$ cat src/rtl/order_entry_framer_pending_table_assert.svh
// Assertion macros for the order entry framer.
// Used by modules that check their own control logic; needs no package.
`ifndef ORDER_ENTRY_FRAMER_PENDING_TABLE_ASSERT_SVH
`define ORDER_ENTRY_FRAMER_PENDING_TABLE_ASSERT_SVH

// Same-cycle implication, disabled while reset is asserted.
`define OEFT_ASSERT_NOW(label, clk, rst_n, ante, cons, msg) \
    label: assert property (@(posedge clk) disable iff (!rst_n) (ante) |-> (cons)) \
        else $error(msg);

// Next-cycle implication, disabled while reset is asserted.
`define OEFT_ASSERT_NEXT(label, clk, rst_n, ante, cons, msg) \
    label: assert property (@(posedge clk) disable iff (!rst_n) (ante) |=> (cons)) \
        else $error(msg);

`endif

$ cat src/rtl/oeft_pkg.sv
// Shared types, codes and sizes of the order entry framer.
// Depends on nothing; imported by every module of the block.
package oeft_pkg;

    // Pending table size; must be a power of two.
    localparam int PENDING_SLOTS = 1024;
    localparam int SLOT_AW       = (PENDING_SLOTS > 1) ? $clog2(PENDING_SLOTS) : 1;
    localparam int LIVE_W        = $clog2(PENDING_SLOTS + 1);

    // Frame layout.
    localparam int HEADER_BYTES = 3;
    localparam int BODY_BYTES   = 16;
    localparam int FRAME_BYTES  = HEADER_BYTES + BODY_BYTES;
    localparam int BYTE_CW      = $clog2(FRAME_BYTES);
    localparam logic [15:0] FRAME_LEN = 16'(BODY_BYTES + 1);

    localparam logic [7:0] CHAR_U = 8'h55;
    localparam logic [7:0] CHAR_O = 8'h4F;
    localparam logic [7:0] CHAR_B = 8'h42;
    localparam logic [7:0] CHAR_S = 8'h53;

    // Queue between front and back.
    localparam int QUEUE_DEPTH = 2;
    localparam int QUEUE_AW    = (QUEUE_DEPTH > 1) ? $clog2(QUEUE_DEPTH) : 1;
    localparam int QUEUE_CW    = $clog2(QUEUE_DEPTH + 1);

    // Reference counter value after reset.
    localparam logic [31:0] FIRST_REF_RESET = 32'd1;

    typedef logic [SLOT_AW-1:0] slot_idx_t;
    typedef logic [BYTE_CW-1:0] byte_idx_t;
    typedef logic [2:0]         status_t;
    typedef logic [1:0]         kind_t;

    // Input operation and side codes.
    localparam logic OP_ENTER   = 1'b0;
    localparam logic OP_RELEASE = 1'b1;
    localparam logic [1:0] SIDE_BUY  = 2'd0;
    localparam logic [1:0] SIDE_SELL = 2'd1;

    // Command kinds after classification.
    localparam kind_t KIND_ENTER   = 2'd0;
    localparam kind_t KIND_RELEASE = 2'd1;
    localparam kind_t KIND_BAD     = 2'd2;

    // Result status codes.
    localparam status_t STAT_FRAME     = 3'd0;
    localparam status_t STAT_BAD_SIDE  = 3'd1;
    localparam status_t STAT_FULL      = 3'd2;
    localparam status_t STAT_BUSY      = 3'd3;
    localparam status_t STAT_RELEASED  = 3'd4;
    localparam status_t STAT_NOT_FOUND = 3'd5;

    // One classified command as it travels through the queue.
    typedef struct packed {
        kind_t       kind;
        logic [31:0] ref_num;
        logic        sell;
        logic [15:0] locate;
        logic [31:0] shares;
        logic [31:0] price;
    } cmd_t;

    // One pending table entry.
    typedef struct packed {
        logic        occupied;
        logic [31:0] ref_num;
    } slot_entry_t;

    // Queue fill status seen by both sides.
    typedef struct packed {
        logic full;
        logic empty;
    } queue_status_t;

    // Direct-mapped slot of a reference: its low bits.
    function automatic slot_idx_t slot_index(input logic [31:0] ref_num);
        slot_idx_t idx;
        idx = (PENDING_SLOTS == 1) ? '0 : ref_num[SLOT_AW-1:0];
        return idx;
    endfunction

endpackage

$ cat src/rtl/oeft_front.sv
// Front part: accepts input items, classifies them and assigns references.
// Depends on oeft_pkg; feeds oeft_queue.
module oeft_front
    import oeft_pkg::*;
(
    input  logic          clk,
    input  logic          rst_n,
    input  logic          in_valid,
    output logic          in_stall,
    input  logic          operation,
    input  logic [1:0]    order_side,
    input  logic [15:0]   locate_code,
    input  logic [31:0]   share_count,
    input  logic [31:0]   order_price,
    input  logic [31:0]   release_ref,
    input  logic          cfg_valid,
    output logic          cfg_ready,
    input  logic [31:0]   first_order_ref,
    input  queue_status_t q_stat,
    input  logic          clear_busy,
    output logic          push,
    output cmd_t          push_cmd
);

    logic [31:0] next_ref_reg;
    logic [31:0] next_ref_next;
    logic        in_xfer;
    logic        takes_ref;

    // Items wait while the queue is full or the table is being cleared.
    assign in_stall  = q_stat.full | clear_busy;
    assign cfg_ready = 1'b1;
    assign in_xfer   = in_valid & ~in_stall;
    assign push      = in_xfer;

    // Classify the item and build the command for the back part.
    always_comb
    begin
        push_cmd         = '0;
        push_cmd.locate  = locate_code;
        push_cmd.shares  = share_count;
        push_cmd.price   = order_price;
        takes_ref        = 1'b0;
        if (operation == OP_RELEASE)
        begin
            push_cmd.kind    = KIND_RELEASE;
            push_cmd.ref_num = release_ref;
        end
        else
        begin
            unique case (order_side)
                SIDE_BUY:
                begin
                    push_cmd.kind    = KIND_ENTER;
                    push_cmd.ref_num = next_ref_reg;
                    push_cmd.sell    = 1'b0;
                    takes_ref        = 1'b1;
                end
                SIDE_SELL:
                begin
                    push_cmd.kind    = KIND_ENTER;
                    push_cmd.ref_num = next_ref_reg;
                    push_cmd.sell    = 1'b1;
                    takes_ref        = 1'b1;
                end
                default:
                begin
                    push_cmd.kind    = KIND_BAD;
                    push_cmd.ref_num = '0;
                end
            endcase
        end
    end

    // Reference counter: loaded by a configuration transfer, wraps at 32 bits.
    always_comb
    begin
        next_ref_next = next_ref_reg;
        if (cfg_valid && cfg_ready)
        begin
            next_ref_next = first_order_ref;
        end
        else if (in_xfer && takes_ref)
        begin
            next_ref_next = next_ref_reg + 32'd1;
        end
    end

    always_ff @(posedge clk or negedge rst_n)
    begin
        if (!rst_n)
        begin
            next_ref_reg <= FIRST_REF_RESET;
        end
        else
        begin
            next_ref_reg <= next_ref_next;
        end
    end

endmodule

$ cat config.mk
export PLATFORM = sky130hd
export DESIGN_NAME = oeft_front
export DESIGN_NICKNAME = d
export VERILOG_FILES = /design/src/rtl/order_entry_framer_pending_table_assert.svh /design/src/rtl/oeft_pkg.sv /design/src/rtl/oeft_front.sv
export SDC_FILE = /design/constraint.sdc
export NUM_CORES = 1
export LEC_CHECK = 0
export ABC_AREA = 0
export BUFFER_PORTS_ARGS = -buffer_cell sky130_fd_sc_hd__buf_2
export CORE_AREA = 5 5 102 104
export DETAILED_ROUTE_END_ITERATION = 16
export DIE_AREA = 0 0 107 109
export GPL_TIMING_DRIVEN = 0
export PLACE_DENSITY = 0.74
export RECOVER_POWER = 25
export SLEW_MARGIN = 40
export SYNTH_ARGS = -nofsm -noshare
export SYNTH_HDL_FRONTEND = slang
export SYNTH_SLANG_ARGS = --single-unit
$ cat constraint.sdc
create_clock -name clk -period 2.74 [get_ports clk]
set_input_delay 0.411 -clock clk [delete_from_list [all_inputs] [get_ports clk]]
set_output_delay 0.411 -clock clk [all_outputs]
set_load 0.01 [all_outputs]
==> results of run 1 <==
==> power by group through the flow <==
stage | registers (mW) | logic [mW] | clock network (mW)
6_report | 0.584 | 0.496 | 0.402
5_1_grt | 0.590 | 0.544 | 0.423
4_1_cts | 0.581 | 0.504 | 0.401
3_5_place_dp | 0.589 | 0.502 | 0
3_3_place_gp | 0.585 | 0.493 | 0
2_1_floorplan | 0.567 | 0.303 | 0
==> layout by cell type, fill, tap and decap left out, drive strengths merged, types with 5 or more instances in the layout <==
cell type	netlist	final
clkbuf	18	39
and4	6	6
a22o	30	30
a31oi	17	17
nand2	25	25
or3	5	5
o31ai	15	15
o21ai	16	16
or4	20	20
nand3	12	12
buf	85	259
nand4	18	18
dfrtp	31	31
nor2	18	18
xor2	6	6
==> critical path: stages, from the launching register on <==
cell and delay (ps):
dfstp_2 580, ha_1 210, nand4_1 180, or3_1 360, buf_2 200, clkbuf_1 290
o31ai_1 330, a31oi_1 110
==> metrics by stage <==
step	std cells	cell area, um2	power [mW]	worst slack (ps)	hold slack, ps
final	663	4080	1.48	345	334
after global routing	663	4080	1.56	156	343
after CTS	663	4090	1.49	362	221
after detailed placement	656	4000	1.09	180	521
after global placement	656	4000	1.08	222	508
after floorplan	354	2910	0.870	482	115
==> routing by layer <==
layer  up-vias  track usage, %  routed length (um)
met5         -               0                   0
met4         0            2.74                  76
met3         8            4.44                1150
met2       201            29.4                5350
met1      1520            21.8                4240
li1       1627               -                   -
==> cells by family after synthesis <==
kind of cell / Yosys count / synth area share, %
multiplexers: 1 / 0.344
other: 1 / 0.129
AO/OA/AOI/OAI: 84 / 21.0
AND/OR/NAND/NOR: 118 / 23.0
adder cells (fa/ha/maj): 1 / 0.429
buffers and inverters: 107 / 24.6
flip-flops: 32 / 27.5
XOR/XNOR: 10 / 3.01
==> layout make-up <==
type                    count  share of cell area [%]
well taps                 114                    3.50
repair buffers            188                    22.7
flip-flops and latches     32                    19.7
plain buffers             103                    17.2
clock buffers               7                    2.36
multi-input cells         215                    34.2
inverters                   4                   0.368
==> worst max-delay path by stage <==
| stage | startpoint | end | slack, ps | depth (start not counted) |
|---|---|---|---|---|
| floorplan | operation | next_ref_reg[20] | 480 | 6 |
| global route | next_ref_reg[0] | next_ref_reg[30] | 160 | 7 |
| detailed placement | order_side[1] | next_ref_reg[24] | 180 | 7 |
| finish | next_ref_reg[0] | next_ref_reg[24] | 340 | 7 |
| CTS | next_ref_reg[0] | next_ref_reg[24] | 360 | 7 |
| global placement | order_side[1] | next_ref_reg[16] | 220 | 7 |
==> results.sh, run 1 <==
export IMPL_outcome="finished, violations left"
export IMPL_failed_checks="max-capacitance violations, max-slew violations"
export IMPL_min_path_cells=3
export IMPL_core_area_um2=9460
export IMPL_dr_pass1_iters=5
export IMPL_initialDrtViolationCount=170
export IMPL_fin_nets=704
export IMPL_min_from="first_order_ref[14]"
export IMPL_grt_use_total_pct=17.0
export IMPL_cts_hold_fix_buffers=0
export IMPL_yosysMostFrequentCell="buf_4"
export IMPL_p_leak_nw=1.99
export IMPL_end_kind="flop"
export IMPL_post_route_min_period_ps=2400
export IMPL_grt_pass1_vias=3178
export IMPL_n_fill_cell=977
export IMPL_p_comb_share_pct=33.5
export IMPL_whs_endpoint="next_ref_reg[14]"
export IMPL_grt_max_degree=33
export IMPL_vias=3356
export IMPL_swShare_pct=32.6
export IMPL_multi_input_area_um2=1390
export IMPL_grt_pass1_wl_um=15800
export IMPL_final_util_pct=43.1
export IMPL_syn_area_um2=2910
export IMPL_ir_drop_mv=0.188
export IMPL_synth_area_leaders="dfrtp_1 27%, buf_4 21%, a22o_1 9.0%, or4_1 4.9%, nand4_1 3.9%"
export IMPL_power_density_nw_per_um2=363
export IMPL_switchingPower_uw=484
export IMPL_post_cts_setup_buffers=0
export IMPL_routabilityCongestion=0.871
export IMPL_vias_per_cell=5.06
export IMPL_async_flop_share_pct=100
export IMPL_drive_above_1_share_pct=49.4
export IMPL_finalHoldViolations=0
export IMPL_cts_buffer_depth=2
export IMPL_ys_seq_area_share_pct=27.5
export IMPL_initial_core_util_pct=30.8
export IMPL_routed_wl_um=10800
export IMPL_internal_power_uw=998
export IMPL_routedWlPerCell_um=16.3
export IMPL_required_ps=2890
export IMPL_dieHeight_um=109
export IMPL_syn_to_final_growth_pct=39.9
export IMPL_clk_latency_ps=290
export IMPL_reg2reg_from="next_ref_reg[0]"
export IMPL_tns_ps=0
export IMPL_maxSlewViolCount=33
export IMPL_yosysWarnings=0
export IMPL_regArea_um2=802
export IMPL_postRouteAntennaNets=0
export IMPL_yosysTopAreaCellShare_pct=26.6
export IMPL_finalSetupViolations=0
export IMPL_synth_nets=509
export IMPL_holdCritPathClass="input port to flop"
export IMPL_io_buffer_count=188
export IMPL_max_freq_mhz=417
export IMPL_drv_cap=1
export IMPL_cts_sinks=32
export IMPL_ys_ff_latch=32
export IMPL_worst_pin_slew_ps=1820
export IMPL_avgSynthCellArea_um2=8.23
export IMPL_min_period_over_period_pct=87.4
export IMPL_cts_buffers=5
export IMPL_antenna_found_initial=0
export IMPL_dp_hpwl_um=8830
export IMPL_yosysTopAreaCell="dfrtp_1"
export IMPL_synth_commonest_cells="82 x buf_4, 31 x dfrtp_1, 30 x a22o_1"
export IMPL_diodes=0
export IMPL_power_frac_seq_pct=39.4
export IMPL_h_tree_depth=2
export IMPL_die_w_um=107
export IMPL_tritoncts="yes"
export IMPL_post_route_drc_count=0
export IMPL_synth_ff_type="dfrtp_1"
export IMPL_cts_repair_resized=0
export IMPL_rr_worst_depth=7
export IMPL_root_buffer="clkbuf_8"
export IMPL_grt_setup_unrepaired="false"
export IMPL_largest_reg_flops=32
export IMPL_criticalPathCategory="flop to flop"
export IMPL_max_slew_margin_pct=-21.5
export IMPL_clkSlewWorstSetupHoldPaths_ps=70
export IMPL_overflow=0
export IMPL_ff2ff_setup_slack_ps=340
export IMPL_worstPathMaxFanout=10
export IMPL_synth_edff_count=0
export IMPL_ios=272
export IMPL_cp_arrival_ps=2550
export IMPL_yosysUniqueCellTypes=37
export IMPL_rr_endpoint="next_ref_reg[24]"
export IMPL_startpoint_type="flop"
export IMPL_finClkSkew_ps=12.5
export IMPL_rows=36
export IMPL_netlist_instances=354
export IMPL_clockPowerShare_pct=27.2
export IMPL_die_area_um2=11700
Power figures use the tool's default switching activity.
==> run 2, diff against run 1 <==
==> constraint.sdc (replaced) <==
create_clock -name clk -period 2.74 [get_ports clk]
set_input_delay 0.274 -clock clk [delete_from_list [all_inputs] [get_ports clk]]
set_output_delay 0.274 -clock clk [all_outputs]
set_load 0.01 [all_outputs]
==> run 2 against run 1 <==
The flow now finishes without violations. Clock power down 1%. Cell count up 0.15%. Fmax shrank 1.6%. Critical path type unchanged.
==> results.sh, run 2 (synthesized netlist as in run 1, its figures left out) <==
export IMPL_grt_pass1_wl_um=15800
export IMPL_grt_setup_unrepaired="false"
export IMPL_required_ps=2890
export IMPL_initialDrtViolationCount=119
export IMPL_vias=3402
export IMPL_cts_sinks=32
export IMPL_grt_max_degree=33
export IMPL_tritoncts="yes"
export IMPL_finalSetupViolations=0
export IMPL_h_tree_depth=2
export IMPL_ir_drop_mv=0.189
export IMPL_dieHeight_um=109
export IMPL_worst_pin_slew_ps=638
export IMPL_p_leak_nw=1.91
export IMPL_post_cts_setup_buffers=0
export IMPL_rr_worst_depth=7
export IMPL_dp_cells=656
export IMPL_die_area_um2=11700
export IMPL_drive_above_1_share_pct=43.6
export IMPL_clkSlewWorstSetupHoldPaths_ps=70
export IMPL_tns_ps=0
export IMPL_multi_input_area_um2=1390
export IMPL_final_cell_count_no_fill=664
export IMPL_max_freq_mhz=411
export IMPL_syn_to_final_growth_pct=39.0
export IMPL_reg2reg_from="next_ref_reg[0]"
export IMPL_io_buffer_count=188
export IMPL_grt_pass1_vias=3178
export IMPL_ios=272
export IMPL_antenna_found_initial=0
export IMPL_largest_reg_flops=32
export IMPL_root_buffer="clkbuf_8"
export IMPL_mostFrequentLayoutCell="buf_2"
export IMPL_post_route_min_period_ps=2440
export IMPL_regArea_um2=802
export IMPL_min_period_over_period_pct=88.9
export IMPL_cts_buffers=5
export IMPL_startpoint_type="flop"
export IMPL_diodes=0
export IMPL_grt_use_total_pct=17.0
export IMPL_mostFrequentLayoutCells="143 x buf_2, 83 x buf_4, 63 x clkbuf_1"
export IMPL_rows=36
export IMPL_postRouteAntennaNets=0
export IMPL_n_fill_cell=989
export IMPL_outcome="finished, final reports clean"
export IMPL_worstPathMaxFanout=10
export IMPL_power_density_nw_per_um2=364
export IMPL_routedWlPerCell_um=16.4
export IMPL_cts_buffer_depth=2
export IMPL_fin_nets=705
export IMPL_finalHoldViolations=0
export IMPL_cp_arrival_ps=2580
export IMPL_ff2ff_setup_slack_ps=300
export IMPL_worst_hold_slack_ps=197
export IMPL_post_route_drc_count=0
export IMPL_cp_startpoint="next_ref_reg[0]"
export IMPL_finClkSkew_ps=9.76
export IMPL_max_slew_margin_pct=57.3
export IMPL_overflow=0
export IMPL_dp_hpwl_um=8830
export IMPL_end_kind="flop"
export IMPL_min_from="first_order_ref[3]"
export IMPL_vias_per_cell=5.12
export IMPL_criticalPathCategory="flop to flop"
export IMPL_core_area_um2=9460
export IMPL_die_w_um=107
export IMPL_holdCritPathClass="input port to flop"
export IMPL_routabilityCongestion=0.871
export IMPL_routed_wl_um=10900
export IMPL_drv_cap=0
export IMPL_clk_latency_ps=290
export IMPL_rr_endpoint="next_ref_reg[24]"
export IMPL_dr_pass1_iters=6
export IMPL_maxSlewViolCount=0
export IMPL_whs_endpoint="next_ref_reg[3]"
export IMPL_min_path_cells=3
export IMPL_initial_core_util_pct=30.8
## run 2: worst max-delay path by stage
stage	end	slack (ps)	cells after the start
global placement	next_ref_reg[16]	360	7
floorplan	next_ref_reg[20]	620	6
CTS	next_ref_reg[24]	360	7
finish	next_ref_reg[24]	300	7
detailed placement	next_ref_reg[24]	320	7
global route	next_ref_reg[30]	160	7
## run 2: repair_timing
action	4_1_cts	5_1_grt
resized for setup	0	0
hold buffers	0	1
endpoints found under the hold margin	0	31
## run 2: cell type report
cell class | instances | area share, %
Timing Repair Buffer | 189 | 22.2
Sequential cell | 32 | 19.8
Multi-Input combinational cell | 215 | 34.4
Clock buffer | 7 | 2.38
Tap cell | 114 | 3.52
Inverter | 4 | 0.371
Buffer | 103 | 17.4
## run 2: per-layer routing
layer / part of all wire, % / vias to the layer above / routed length, um / global-route usage, %
li1: - / 1630 / - / -
met4: 0.75 / 0 / 82 / 2.74
met1: 39 / 1547 / 4230 / 21.8
met2: 49 / 216 / 5340 / 29.4
met5: 0 / - / 0 / 0
met3: 11 / 9 / 1230 / 4.44
## run 2: critical path: stages (launching register included)
cell and delay (ps):
dfstp_2 580, ha_1 210, nand4_1 180, or3_1 360, buf_2 200, clkbuf_1 300, o31ai_1 340, a31oi_1 120
## run 2: report_power, final
group | leakage (nW) | internal (mW) | switching (mW)
combinational | 1.49 | 0.253 | 0.240
clock | 0.0503 | 0.224 | 0.175
sequential | 0.369 | 0.516 | 0.0670
## run 2: stage by stage
stage               area, um2  power (mW)  util, %  setup WS [ps]
floorplan                2910       0.870        -            619
global placement         4000        1.08     42.3            359
detailed placement       4000        1.09     42.3            317
CTS                      4090        1.49     43.3            362
global route             4050        1.55     42.8            156
finish                   4050        1.47     42.8            304
