$ cat config.mk
export PLATFORM = sky130hd
export DESIGN_NAME = oeft_queue
export DESIGN_NICKNAME = d
export VERILOG_FILES = /design/src/rtl/order_entry_framer_pending_table_assert.svh /design/src/rtl/oeft_pkg.sv /design/src/rtl/oeft_queue.sv
export SDC_FILE = /design/constraint.sdc
export NUM_CORES = 1
export LEC_CHECK = 0
export BUFFER_PORTS_ARGS = -buffer_cell sky130_fd_sc_hd__buf_2
export CAP_MARGIN = 30
export CORE_MARGIN = 2
export CORE_UTILIZATION = 47
export DETAILED_ROUTE_END_ITERATION = 10
export GPL_TIMING_DRIVEN = 0
export PLACE_DENSITY_LB_ADDON = 0.3
export SLEW_MARGIN = 20
export SYNTH_ARGS = -nofsm -noshare
export SYNTH_HDL_FRONTEND = slang
export SYNTH_SLANG_ARGS = --single-unit
$ cat constraint.sdc
create_clock -name clk -period 6.2 [get_ports clk]
set_clock_uncertainty 0.2 [all_clocks]
set_input_delay 0.62 -clock clk [delete_from_list [all_inputs] [get_ports clk]]
set_output_delay 0.62 -clock clk [all_outputs]
set_load 0.005 [all_outputs]
$ cat src/rtl/order_entry_framer_pending_table_assert.svh
// Assertion macros for the order entry framer.
// Used by modules that check their own control logic; needs no package.
`ifndef ORDER_ENTRY_FRAMER_PENDING_TABLE_ASSERT_SVH
`define ORDER_ENTRY_FRAMER_PENDING_TABLE_ASSERT_SVH

// Same-cycle implication, disabled while reset is asserted.
`define OEFT_ASSERT_NOW(label, clk, rst_n, ante, cons, msg) \
    label: assert property (@(posedge clk) disable iff (!rst_n) (ante) |-> (cons)) \
        else $error(msg);

// Next-cycle implication, disabled while reset is asserted.
`define OEFT_ASSERT_NEXT(label, clk, rst_n, ante, cons, msg) \
    label: assert property (@(posedge clk) disable iff (!rst_n) (ante) |=> (cons)) \
        else $error(msg);

`endif

$ cat src/rtl/oeft_pkg.sv
// Shared types, codes and sizes of the order entry framer.
// Depends on nothing; imported by every module of the block.
package oeft_pkg;

    // Pending table size; must be a power of two.
    localparam int PENDING_SLOTS = 1024;
    localparam int SLOT_AW       = (PENDING_SLOTS > 1) ? $clog2(PENDING_SLOTS) : 1;
    localparam int LIVE_W        = $clog2(PENDING_SLOTS + 1);

    // Frame layout.
    localparam int HEADER_BYTES = 3;
    localparam int BODY_BYTES   = 16;
    localparam int FRAME_BYTES  = HEADER_BYTES + BODY_BYTES;
    localparam int BYTE_CW      = $clog2(FRAME_BYTES);
    localparam logic [15:0] FRAME_LEN = 16'(BODY_BYTES + 1);

    localparam logic [7:0] CHAR_U = 8'h55;
    localparam logic [7:0] CHAR_O = 8'h4F;
    localparam logic [7:0] CHAR_B = 8'h42;
    localparam logic [7:0] CHAR_S = 8'h53;

    // Queue between front and back.
    localparam int QUEUE_DEPTH = 2;
    localparam int QUEUE_AW    = (QUEUE_DEPTH > 1) ? $clog2(QUEUE_DEPTH) : 1;
    localparam int QUEUE_CW    = $clog2(QUEUE_DEPTH + 1);

    // Reference counter value after reset.
    localparam logic [31:0] FIRST_REF_RESET = 32'd1;

    typedef logic [SLOT_AW-1:0] slot_idx_t;
    typedef logic [BYTE_CW-1:0] byte_idx_t;
    typedef logic [2:0]         status_t;
    typedef logic [1:0]         kind_t;

    // Input operation and side codes.
    localparam logic OP_ENTER   = 1'b0;
    localparam logic OP_RELEASE = 1'b1;
    localparam logic [1:0] SIDE_BUY  = 2'd0;
    localparam logic [1:0] SIDE_SELL = 2'd1;

    // Command kinds after classification.
    localparam kind_t KIND_ENTER   = 2'd0;
    localparam kind_t KIND_RELEASE = 2'd1;
    localparam kind_t KIND_BAD     = 2'd2;

    // Result status codes.
    localparam status_t STAT_FRAME     = 3'd0;
    localparam status_t STAT_BAD_SIDE  = 3'd1;
    localparam status_t STAT_FULL      = 3'd2;
    localparam status_t STAT_BUSY      = 3'd3;
    localparam status_t STAT_RELEASED  = 3'd4;
    localparam status_t STAT_NOT_FOUND = 3'd5;

    // One classified command as it travels through the queue.
    typedef struct packed {
        kind_t       kind;
        logic [31:0] ref_num;
        logic        sell;
        logic [15:0] locate;
        logic [31:0] shares;
        logic [31:0] price;
    } cmd_t;

    // One pending table entry.
    typedef struct packed {
        logic        occupied;
        logic [31:0] ref_num;
    } slot_entry_t;

    // Queue fill status seen by both sides.
    typedef struct packed {
        logic full;
        logic empty;
    } queue_status_t;

    // Direct-mapped slot of a reference: its low bits.
    function automatic slot_idx_t slot_index(input logic [31:0] ref_num);
        slot_idx_t idx;
        idx = (PENDING_SLOTS == 1) ? '0 : ref_num[SLOT_AW-1:0];
        return idx;
    endfunction

endpackage

$ cat src/rtl/oeft_queue.sv
// Short command queue between the front and back parts.
// Depends on oeft_pkg for the command type and depth.
module oeft_queue
    import oeft_pkg::*;
(
    input  logic          clk,
    input  logic          rst_n,
    input  logic          push,
    input  cmd_t          push_cmd,
    input  logic          pop,
    output cmd_t          head,
    output queue_status_t q_stat
);

    cmd_t                q_mem [QUEUE_DEPTH];
    logic [QUEUE_AW-1:0] wr_ptr_reg;
    logic [QUEUE_AW-1:0] wr_ptr_next;
    logic [QUEUE_AW-1:0] rd_ptr_reg;
    logic [QUEUE_AW-1:0] rd_ptr_next;
    logic [QUEUE_CW-1:0] count_reg;
    logic [QUEUE_CW-1:0] count_next;
    logic                do_push;
    logic                do_pop;

    assign q_stat.full  = (count_reg == QUEUE_CW'(QUEUE_DEPTH));
    assign q_stat.empty = (count_reg == '0);
    assign do_push      = push & ~q_stat.full;
    assign do_pop       = pop & ~q_stat.empty;
    assign head         = q_mem[rd_ptr_reg];

    // Pointer and count updates; pointers wrap at the queue depth.
    always_comb
    begin
        wr_ptr_next = wr_ptr_reg;
        rd_ptr_next = rd_ptr_reg;
        count_next  = count_reg;
        if (do_push)
        begin
            wr_ptr_next = (wr_ptr_reg == QUEUE_AW'(QUEUE_DEPTH - 1)) ? '0
                        : wr_ptr_reg + QUEUE_AW'(1);
        end
        if (do_pop)
        begin
            rd_ptr_next = (rd_ptr_reg == QUEUE_AW'(QUEUE_DEPTH - 1)) ? '0
                        : rd_ptr_reg + QUEUE_AW'(1);
        end
        if (do_push && !do_pop)
        begin
            count_next = count_reg + QUEUE_CW'(1);
        end
        else if (do_pop && !do_push)
        begin
            count_next = count_reg - QUEUE_CW'(1);
        end
    end

    always_ff @(posedge clk or negedge rst_n)
    begin
        if (!rst_n)
        begin
            wr_ptr_reg <= '0;
            rd_ptr_reg <= '0;
            count_reg  <= '0;
        end
        else
        begin
            wr_ptr_reg <= wr_ptr_next;
            rd_ptr_reg <= rd_ptr_next;
            count_reg  <= count_next;
        end
    end

    // Queue storage holds payload only.
    always_ff @(posedge clk)
    begin
        if (do_push)
        begin
            q_mem[wr_ptr_reg] <= push_cmd;
        end
    end

endmodule

==> results of run 1 <==
[report_power, final]
| group | switching (µW) | total [µW] | internal (µW) | leakage (µW) |
|---|---|---|---|---|
| clock | 561 | 1380 | 820 | 0.000388 |
| sequential | 87.7 | 2250 | 2160 | 0.00218 |
| combinational | 721 | 1540 | 819 | 0.00175 |
[kinds of logic (layout without fill, tap and decap cells)]
kind of cell | Yosys count | in the layout | share of synthesized area
AO/OA/AOI/OAI | 1 | 1 | 0.000578
XOR/XNOR | 5 | 5 | 0.00506
adder cells (fa/ha/maj) | 1 | 1 | 0.00145
buffers and inverters | 15 | 303 | 0.0127
flip-flops | 234 | 234 | 0.810
multiplexers | 115 | 115 | 0.167
AND/OR/NAND/NOR | 6 | 6 | 0.00318
[metal layers]
metal / global-route usage / vias to the layer above
li1: - / 2044
met1: 0.192 / 2073
met2: 0.287 / 191
met3: 0.0561 / 24
met4: 0.0400 / 0
met5: 0 / -
[path summary, 6_finish.rpt]
check                               from       endpoint  slack, ps
setup / recovery              rd_ptr_reg       head[50]       3560
hold / removal             push_cmd[107]  q_mem[0][107]        110
setup reg to reg            count_reg[0]   q_mem[0][19]       3860
hold reg to reg             count_reg[1]   count_reg[1]        340
max in group asynchronous          rst_n   count_reg[0]       5420
min in group asynchronous          rst_n     rd_ptr_reg        260
[final cells by class]
cell class,count,area (µm²)
Clock buffer,27,633
Buffer,13,103
Multi-Input combinational cell,128,1550
Inverter,2,7.51
Sequential cell,234,7010
Tap cell,229,287
Fill cell,1280,6930
Clock inverter,18,144
Timing Repair Buffer,243,1360
[per-stage QoR]
| stage | util | std cells |
|---|---|---|
| finish | 0.615 | 894 |
| floorplan | - | 377 |
| global placement | 0.561 | 841 |
| detailed placement | 0.572 | 848 |
| global route | 0.615 | 894 |
| CTS | 0.615 | 894 |
[Yosys cell counts]
master / count
inv_1: 2
dfrtp_1: 4
edfxtp_1: 230
mux2_4: 40
o21ai_0: 1
xor2_1: 2
and3_1: 1
buf_6: 6
xnor2_1: 3
buf_2: 7
nand2b_1: 1
nor2_1: 3
nand2_1: 1
mux2_2: 75
ha_1: 1
==> impl_metrics.yaml, run 1 <==
finish:
  diodes: 0
  largest_reg_flops: 230
  syn2layout_area_growth_pct: 28.2
  drive_gt1_frac: 0.615
  final_common_cell: "buf_2"
  final_cell_mix: "buf_2, edfxtp_1, mux2_2"
  finalNetCount: 767
  stdcell_area_um2: 11100
place:
  gp_congestion: 0.751
  pre_cts_ws_ps: 3760
  placed_area_um2: 10300
  io_buffers: 235
  hpwl_um: 11200
timing:
  setup_viol: 0
  worst_pin_slew_ps: 545
  finalWorstSetupSlack_ps: 3560
  period_share: 0.426
  drv_slew: 0
  holdWs_ps: 107
  rsz0062_at_grt: "no"
  finalSetupTns_ps: 0
  fmax_mhz: 379
  slew_headroom: 0.636
  timing_hold_violations_final: 0
  fin_crit_ps: 2640
grt:
  grt_overflow: 0
  grt_usage: 0.163
  antenna_found_initial: 0
  grt_pass1_wl_um: 25000
  grt_start_max_net_pins: 52
  first_global_vias: 4686
power_and_ir_drop:
  p_per_area_nw_per_um2: 466
  ir_worst_vdd_v: 0.000402
  total_power_uw: 5170
  leakage_uw: 0.00432
logic_synthesis:
  synth_nets: 497
  synth_top_area_share: 0.798
  ys_seq_elements: 234
  synth_top_cell_by_area: "edfxtp_1"
  ys_warn_count: 0
  synth_area_leaders: "edfxtp_1, mux2_2, mux2_4, dfrtp_1, buf_6"
  synth-seq-area-share: 0.810
  yosysUniqueCellTypes: 15
  avgSynthCellArea_um2: 22.9
  syn_inst: 377
  syn_area_um2: 8650
critical_path:
  cp_top_family: "buffers and inverters"
  crit_slowest_cell: "dfrtp_1"
  cpPeakStageDelay_ps: 330
  cp_num_buf_inv: 4
  cp_common_cell: "buf_6"
  r2r_cells: 6
  crit_path_max_fanout: 10
  crit_chain: "buf_6, buf_6, buf_6, mux2_4, buf_2"
  path_depth: 5
  crit_path_end_kind: "primary output"
  required_ps: 5380
  setup.worst_path.start_class: "flop"
  worst-setup-path-type: "flop to primary output"
  critPathArrivalTime_ps: 1820
clock_tree:
  insertion_delay_ps: 500
  cts-resized-gates: 0
  clk_pin_slew_ps: 60
  cts_buffers: 25
  htreeDepth: 1
  clockBufferDepth: 3
  clockRootBuffer: "clkbuf_16"
  cts_setup_buffers: 0
  cts_sinks: 234
  cts_tree: "built"
  cts_hold_buf: 1
floorplanning:
  die_width_um: 140
  die_area_um2: 19500
  start_util: 0.480
  std_cell_rows: 49
  io_pins: 236
  die_y_um: 140
  core-area_um2: 18000
status:
  status: "completed"
route:
  vias: 4332
  ant_nets: 0
  drc: 0
  drtPass1Iterations: 4
  viasPerCell: 4.85
  top_layer_used: "met4"
  wire_per_inst_um: 18.1
  wl_um: 16200
  met2_length_um: 8090
  m1WireLength_um: 6250
  drt_iter0_drc: 141
  wl_met3_um: 1580
min_path:
  hp-class: "input port to flop"
  hold_depth: 1
flow_run:
  drv_cap: 0
(Power assumes the default switching activity.)
==> run 2: changes to the inputs <==
ABC_AREA = 1   (was not set)
CORE_UTILIZATION = 52   (was 47)
clock period = 2.72 ns   (was 6.2 ns; I/O delays follow)
==> impl_metrics.yaml, run 2 <==
critical_path:
  setup.worst_path.start_class: "flop"
  critPathArrivalTime_ps: 2460
  cp_num_buf_inv: 4
  crit_slowest_cell: "clkinvlp_4"
  worstSetupEndpoint: "q_mem[0][100]"
  crit_start: "count_reg[1]"
  crit_chain: "inv_2, nor2_2, nor2_1, nand2_1, clkinvlp_4, buf_12, buf_12"
  cp_top_family: "buffers and inverters"
  r2r_end: "q_mem[0][100]"
  r2r_slack_ps: 300
  path_depth: 7
  cp_common_cell: "buf_12"
  crit_path_max_fanout: 34
  cpPeakStageDelay_ps: 540
  r2r_cells: 7
  required_ps: 2750
  crit_path_end_kind: "flop"
  r2r_start: "count_reg[1]"
  worst-setup-path-type: "flop to flop"
power_and_ir_drop:
  p_per_area_nw_per_um2: 968
  leakage_uw: 0.00526
  internal-power_uw: 8030
  power.switching_fraction: 0.316
  total_power_uw: 11700
  comb_power_share: 0.332
  p_switching_uw: 3710
  clockPowerShare: 0.233
  ir_worst_vdd_v: 0.000663
  pwr-share-seq: 0.435
logic_synthesis:
  yosys-top-cells-count: "nand2_1, edfxtp_1, buf_2, inv_1, buf_4"
  syn_area_um2: 8600
  synth_top_area_share: 0.803
  ys_seq_elements: 234
  synth-main-ff-cell: "edfxtp_1"
  synth_top_cell_by_area: "edfxtp_1"
  async_flop_share: 0.0171
  ys_warn_count: 0
  synth_most_common_cell: "nand2_1"
  synth_area_leaders: "edfxtp_1, nand2_1, dfrtp_1, buf_2, buf_6"
  synth_nets: 752
  avgSynthCellArea_um2: 13.6
  synth-seq-area-share: 0.814
  yosysUniqueCellTypes: 15
  synth_edf_count: 230
  syn_inst: 632
finish:
  drive_gt1_frac: 0.296
  layoutNonFillerInstCount: 1252
  syn2layout_area_growth_pct: 40.9
  finalNetCount: 1140
  final_common_cell: "nand2_1"
  fillCellCount: 1021
  final_cell_mix: "nand2_1, buf_2, edfxtp_1"
  largest_reg_flops: 230
route:
  ant_nets: 0
  viasPerCell: 4.77
  drc: 0
  drtPass1Iterations: 4
  wl_um: 19300
  vias: 5967
  drt_iter0_drc: 348
  wire_per_inst_um: 15.4
timing:
  setup_viol: 0
  fmax_mhz: 413
  fin_crit_ps: 2420
  drv_slew: 0
  worst_pin_slew_ps: 638
  slew_headroom: 0.574
  period_share: 0.891
  rsz0062_at_grt: "no"
  timing_hold_violations_final: 0
  finalSetupTns_ps: 0
floorplanning:
  core-area_um2: 16300
  start_util: 0.526
  die_y_um: 133
  io_pins: 236
  die_area_um2: 17600
  std_cell_rows: 47
  die_width_um: 133
flow_run:
  drv_cap: 0
grt:
  grt_util_met1: 0.247
  grt_pass1_wl_um: 30000
  grt_start_max_net_pins: 35
  antenna_found_initial: 0
  met2_usage: 0.401
  use_met3: 0.0586
  grt_overflow: 0
  grt.busiest_layer: "met2"
  grt_usage: 0.218
  first_global_vias: 6122
clock_tree:
  clk_pin_slew_ps: 60
  cts-resized-gates: 0
  clockRootBuffer: "clkbuf_16"
  cts_setup_buffers: 0
  htreeDepth: 1
  clockBufferDepth: 3
  cts_sinks: 234
  cts_buffers: 23
  cts_tree: "built"
  insertion_delay_ps: 490
place:
  dp_cells: 1096
  hpwl_um: 11800
  gp_congestion: 0.742
  io_buffers: 235
status:
  status: "completed"
min_path:
  hp-class: "flop to flop"
[run 2: cell families (layout without fill, tap and decap cells)]
family	Yosys count	in the layout	synth area share
and+or+nand+nor	361	361	0.158
other	0	1	0
buffers and inverters	33	432	0.0237
AOI/OAI and AO/OA	2	2	0.00116
DFF	234	234	0.814
xor gates and xnor gates	1	1	0.00102
adders and majority gates	1	1	0.00145
[run 2: cell type report]
class                   instances  area, µm²  share of cell area
diodes                          1       2.50            0.000206
repair buffers                363       2590               0.214
inverters                       8       36.3             0.00299
clock buffers                  29        598              0.0493
well taps                     220        275              0.0227
multi-input cells             365       1410               0.116
plain buffers                  25        171              0.0141
flip-flops and latches        234       7010               0.578
clock inverters                 7       33.8             0.00279
[run 2: worst register-to-register path: stages, from the launching register on]
cell and delay [ps]:
dfrtp_1 400, inv_2 70, nor2_2 140, nor2_1 70, nand2_1 120, clkinvlp_4 540
buf_12 410, buf_12 200
[run 2: metrics by stage]
step / hold WS (ps) / cell area (µm²) / utilization / setup slack, ps
finish: 286 / 12100 / 0.742 / 297
global route: 282 / 12100 / 0.742 / 128
CTS: 276 / 12100 / 0.742 / 250
detailed placement: -114 / 10300 / 0.630 / 284
global placement: -112 / 10100 / 0.616 / -1340
floorplan: -224 / 8620 / - / -289
[run 2: worst min path at each step]
stage	slack (ps)	endpoint	cells past startpoint	from
floorplan	-220	count_reg[0]	0	rst_n
finish	290	wr_ptr_reg	2	wr_ptr_reg
global placement	-110	wr_ptr_reg	1	rst_n
detailed placement	-110	rd_ptr_reg	1	rst_n
CTS	280	q_mem[1][109]	2	push_cmd[109]
global route	280	q_mem[0][105]	2	push_cmd[105]
[run 2: routing by layer]
| metal | vias to the layer above | part of all wire |
|---|---|---|
| met1 | 2773 | 0.38 |
| met2 | 241 | 0.52 |
| li1 | 2909 | - |
| met5 | - | 0 |
| met4 | 0 | 0.023 |
| met3 | 44 | 0.078 |
[run 2: what timing repair did]
item | CTS | global route
hold buffers | 119 | 0
endpoints found under the hold margin | 236 | 0
endpoints found under the setup margin | 0 | 0
[run 2: power by group through the flow]
stage	clock (µW)	sequential (µW)	combinational [µW]
2_1_floorplan	0	5180	1920
3_3_place_gp	0	5230	3430
3_5_place_dp	0	5160	3750
4_1_cts	2780	5090	3920
5_1_grt	2920	5170	4340
6_report	2730	5100	3900
==> run 3: changes to the inputs <==
ABC_CLOCK_PERIOD_IN_PS = 2720   (was not set)
REMOVE_ABC_BUFFERS = 1   (was not set)
==> impl_metrics.yaml, run 3 (synthesis results as in run 2) <==
route:
  viasPerCell: 4.82
  drt_iter0_drc: 337
  vias: 5943
  wl_um: 18800
  wire_per_inst_um: 15.3
  ant_nets: 0
  drc: 0
  drtPass1Iterations: 7
power_and_ir_drop:
  ir_worst_vdd_v: 0.000759
  leakage_uw: 0.00523
  p_per_area_nw_per_um2: 994
  total_power_uw: 12000
finish:
  syn2layout_area_growth_pct: 40.8
  largest_reg_flops: 230
  diodes: 0
  final_cell_mix: "nand2_1, buf_2, edfxtp_1"
  drive_gt1_frac: 0.284
  final_common_cell: "nand2_1"
  finalNetCount: 1115
  stdcell_area_um2: 12100
timing:
  fin_crit_ps: 2670
  fmax_mhz: 375
  timing_hold_violations_final: 0
  setup_viol: 0
  worst_pin_slew_ps: 605
  slew_headroom: 0.596
  rsz0062_at_grt: "no"
  period_share: 0.980
  drv_slew: 0
  finalSetupTns_ps: 0
status:
  status: "completed"
clock_tree:
  htreeDepth: 1
  clockBufferDepth: 3
  cts_setup_buffers: 0
  insertion_delay_ps: 510
  clk_pin_slew_ps: 60
  cts_tree: "built"
  cts_sinks: 234
  clockRootBuffer: "clkbuf_16"
  cts_buffers: 24
critical_path:
  r2r_start: "count_reg[1]"
  worst-setup-path-type: "flop to primary output"
  crit_slowest_cell: "dfrtp_4"
  setup.worst_path.start_class: "flop"
  r2r_slack_ps: 480
  cp_common_cell: "nand2_1"
  r2r_cells: 6
  r2r_end: "q_mem[0][75]"
  crit_path_max_fanout: 116
  required_ps: 2250
  crit_chain: "buf_16, inv_16, nand2_1, nand2_1, buf_2"
  cp_num_buf_inv: 3
  critPathArrivalTime_ps: 2190
  crit_path_end_kind: "primary output"
  cp_top_family: "buffers and inverters"
  cpPeakStageDelay_ps: 590
grt:
  grt_overflow: 0
  first_global_vias: 6105
  grt_start_max_net_pins: 117
  grt_pass1_wl_um: 29300
  grt_usage: 0.211
  antenna_found_initial: 0
floorplanning:
  io_pins: 236
  die_area_um2: 17600
  start_util: 0.526
  die_y_um: 133
  die_width_um: 133
  core-area_um2: 16300
  std_cell_rows: 47
min_path:
  hold_depth: 2
  hp-class: "flop to flop"
  holdCritStartpoint: "wr_ptr_reg"
  hold_path_end: "wr_ptr_reg"
place:
  hpwl_um: 10200
  gp_congestion: 0.710
  io_buffers: 235
  placed_area_um2: 10100
flow_run:
  drv_cap: 0
-- run 3: changes by cell type in the layout (fill, tap and decap cells not counted), moves of 3 or more --
cell and change:
buf_6 -5, clkbuf_1 -3, buf_4 -6, bufinv_16 +4, buf_2 -14, clkinv_2 +4
-- run 3: how the worst max path moves through the flow --
| stage | slack (ps) | startpoint | depth (start not counted) | end |
|---|---|---|---|---|
| final | 50 | rd_ptr_reg | 5 | head[69] |
| after CTS | 70 | rd_ptr_reg | 5 | head[104] |
| after global placement | -6050 | count_reg[1] | 3 | q_mem[1][79] |
| after floorplan | -3420 | count_reg[1] | 3 | q_mem[1][0] |
| after detailed placement | 350 | rd_ptr_reg | 5 | head[30] |
| after global routing | 30 | rd_ptr_reg | 5 | head[69] |
-- run 3: stage by stage --
stage	setup WS, ps	std cells	utilization	hold WS [ps]
global placement	-6050	1062	0.605	-115
global route	26.4	1233	0.741	275
detailed placement	350	1070	0.618	-112
CTS	71.3	1233	0.741	265
floorplan	-3420	607	-	-224
finish	54.6	1233	0.741	287
-- run 3: what timing repair did --
action                     CTS  global route
hold buffers               119             0
setup endpoints to repair  115            10
resized for setup            2             1
hold endpoints to repair   236             0
-- run 3: report_power, final --
part,switching [µW],internal (µW),leakage [µW]
Combinational,2200,1390,0.00264
Clock,1290,2010,0.000406
Sequential,241,4910,0.00219
-- run 3: worst register-to-register path, stage by stage (launching register included) --
cell	delay, ps
dfrtp_1	410
inv_1	100
nor2_1	60
nor2_1	150
nand2_1	150
inv_6	420
buf_16	360
-- run 3: final cells by class --
| class | instances | area, µm² |
|---|---|---|
| Clock inverter | 17 | 203 |
| Sequential cell | 234 | 7010 |
| Clock buffer | 27 | 612 |
| Fill cell | 985 | 4230 |
| Timing Repair Buffer | 362 | 2560 |
| Inverter | 8 | 51.3 |
| Multi-Input combinational cell | 365 | 1400 |
| Tap cell | 220 | 275 |
-- run 3: layer usage --
metal / routed length [µm] / up-vias / share of wire / GRT usage
met4: 671 / 0 / 0.036 / 0.0878
li1: - / 2860 / - / -
met5: 0 / - / 0 / 0
met1: 7130 / 2782 / 0.38 / 0.231
met2: 9760 / 239 / 0.52 / 0.391
met3: 1250 / 62 / 0.066 / 0.0506
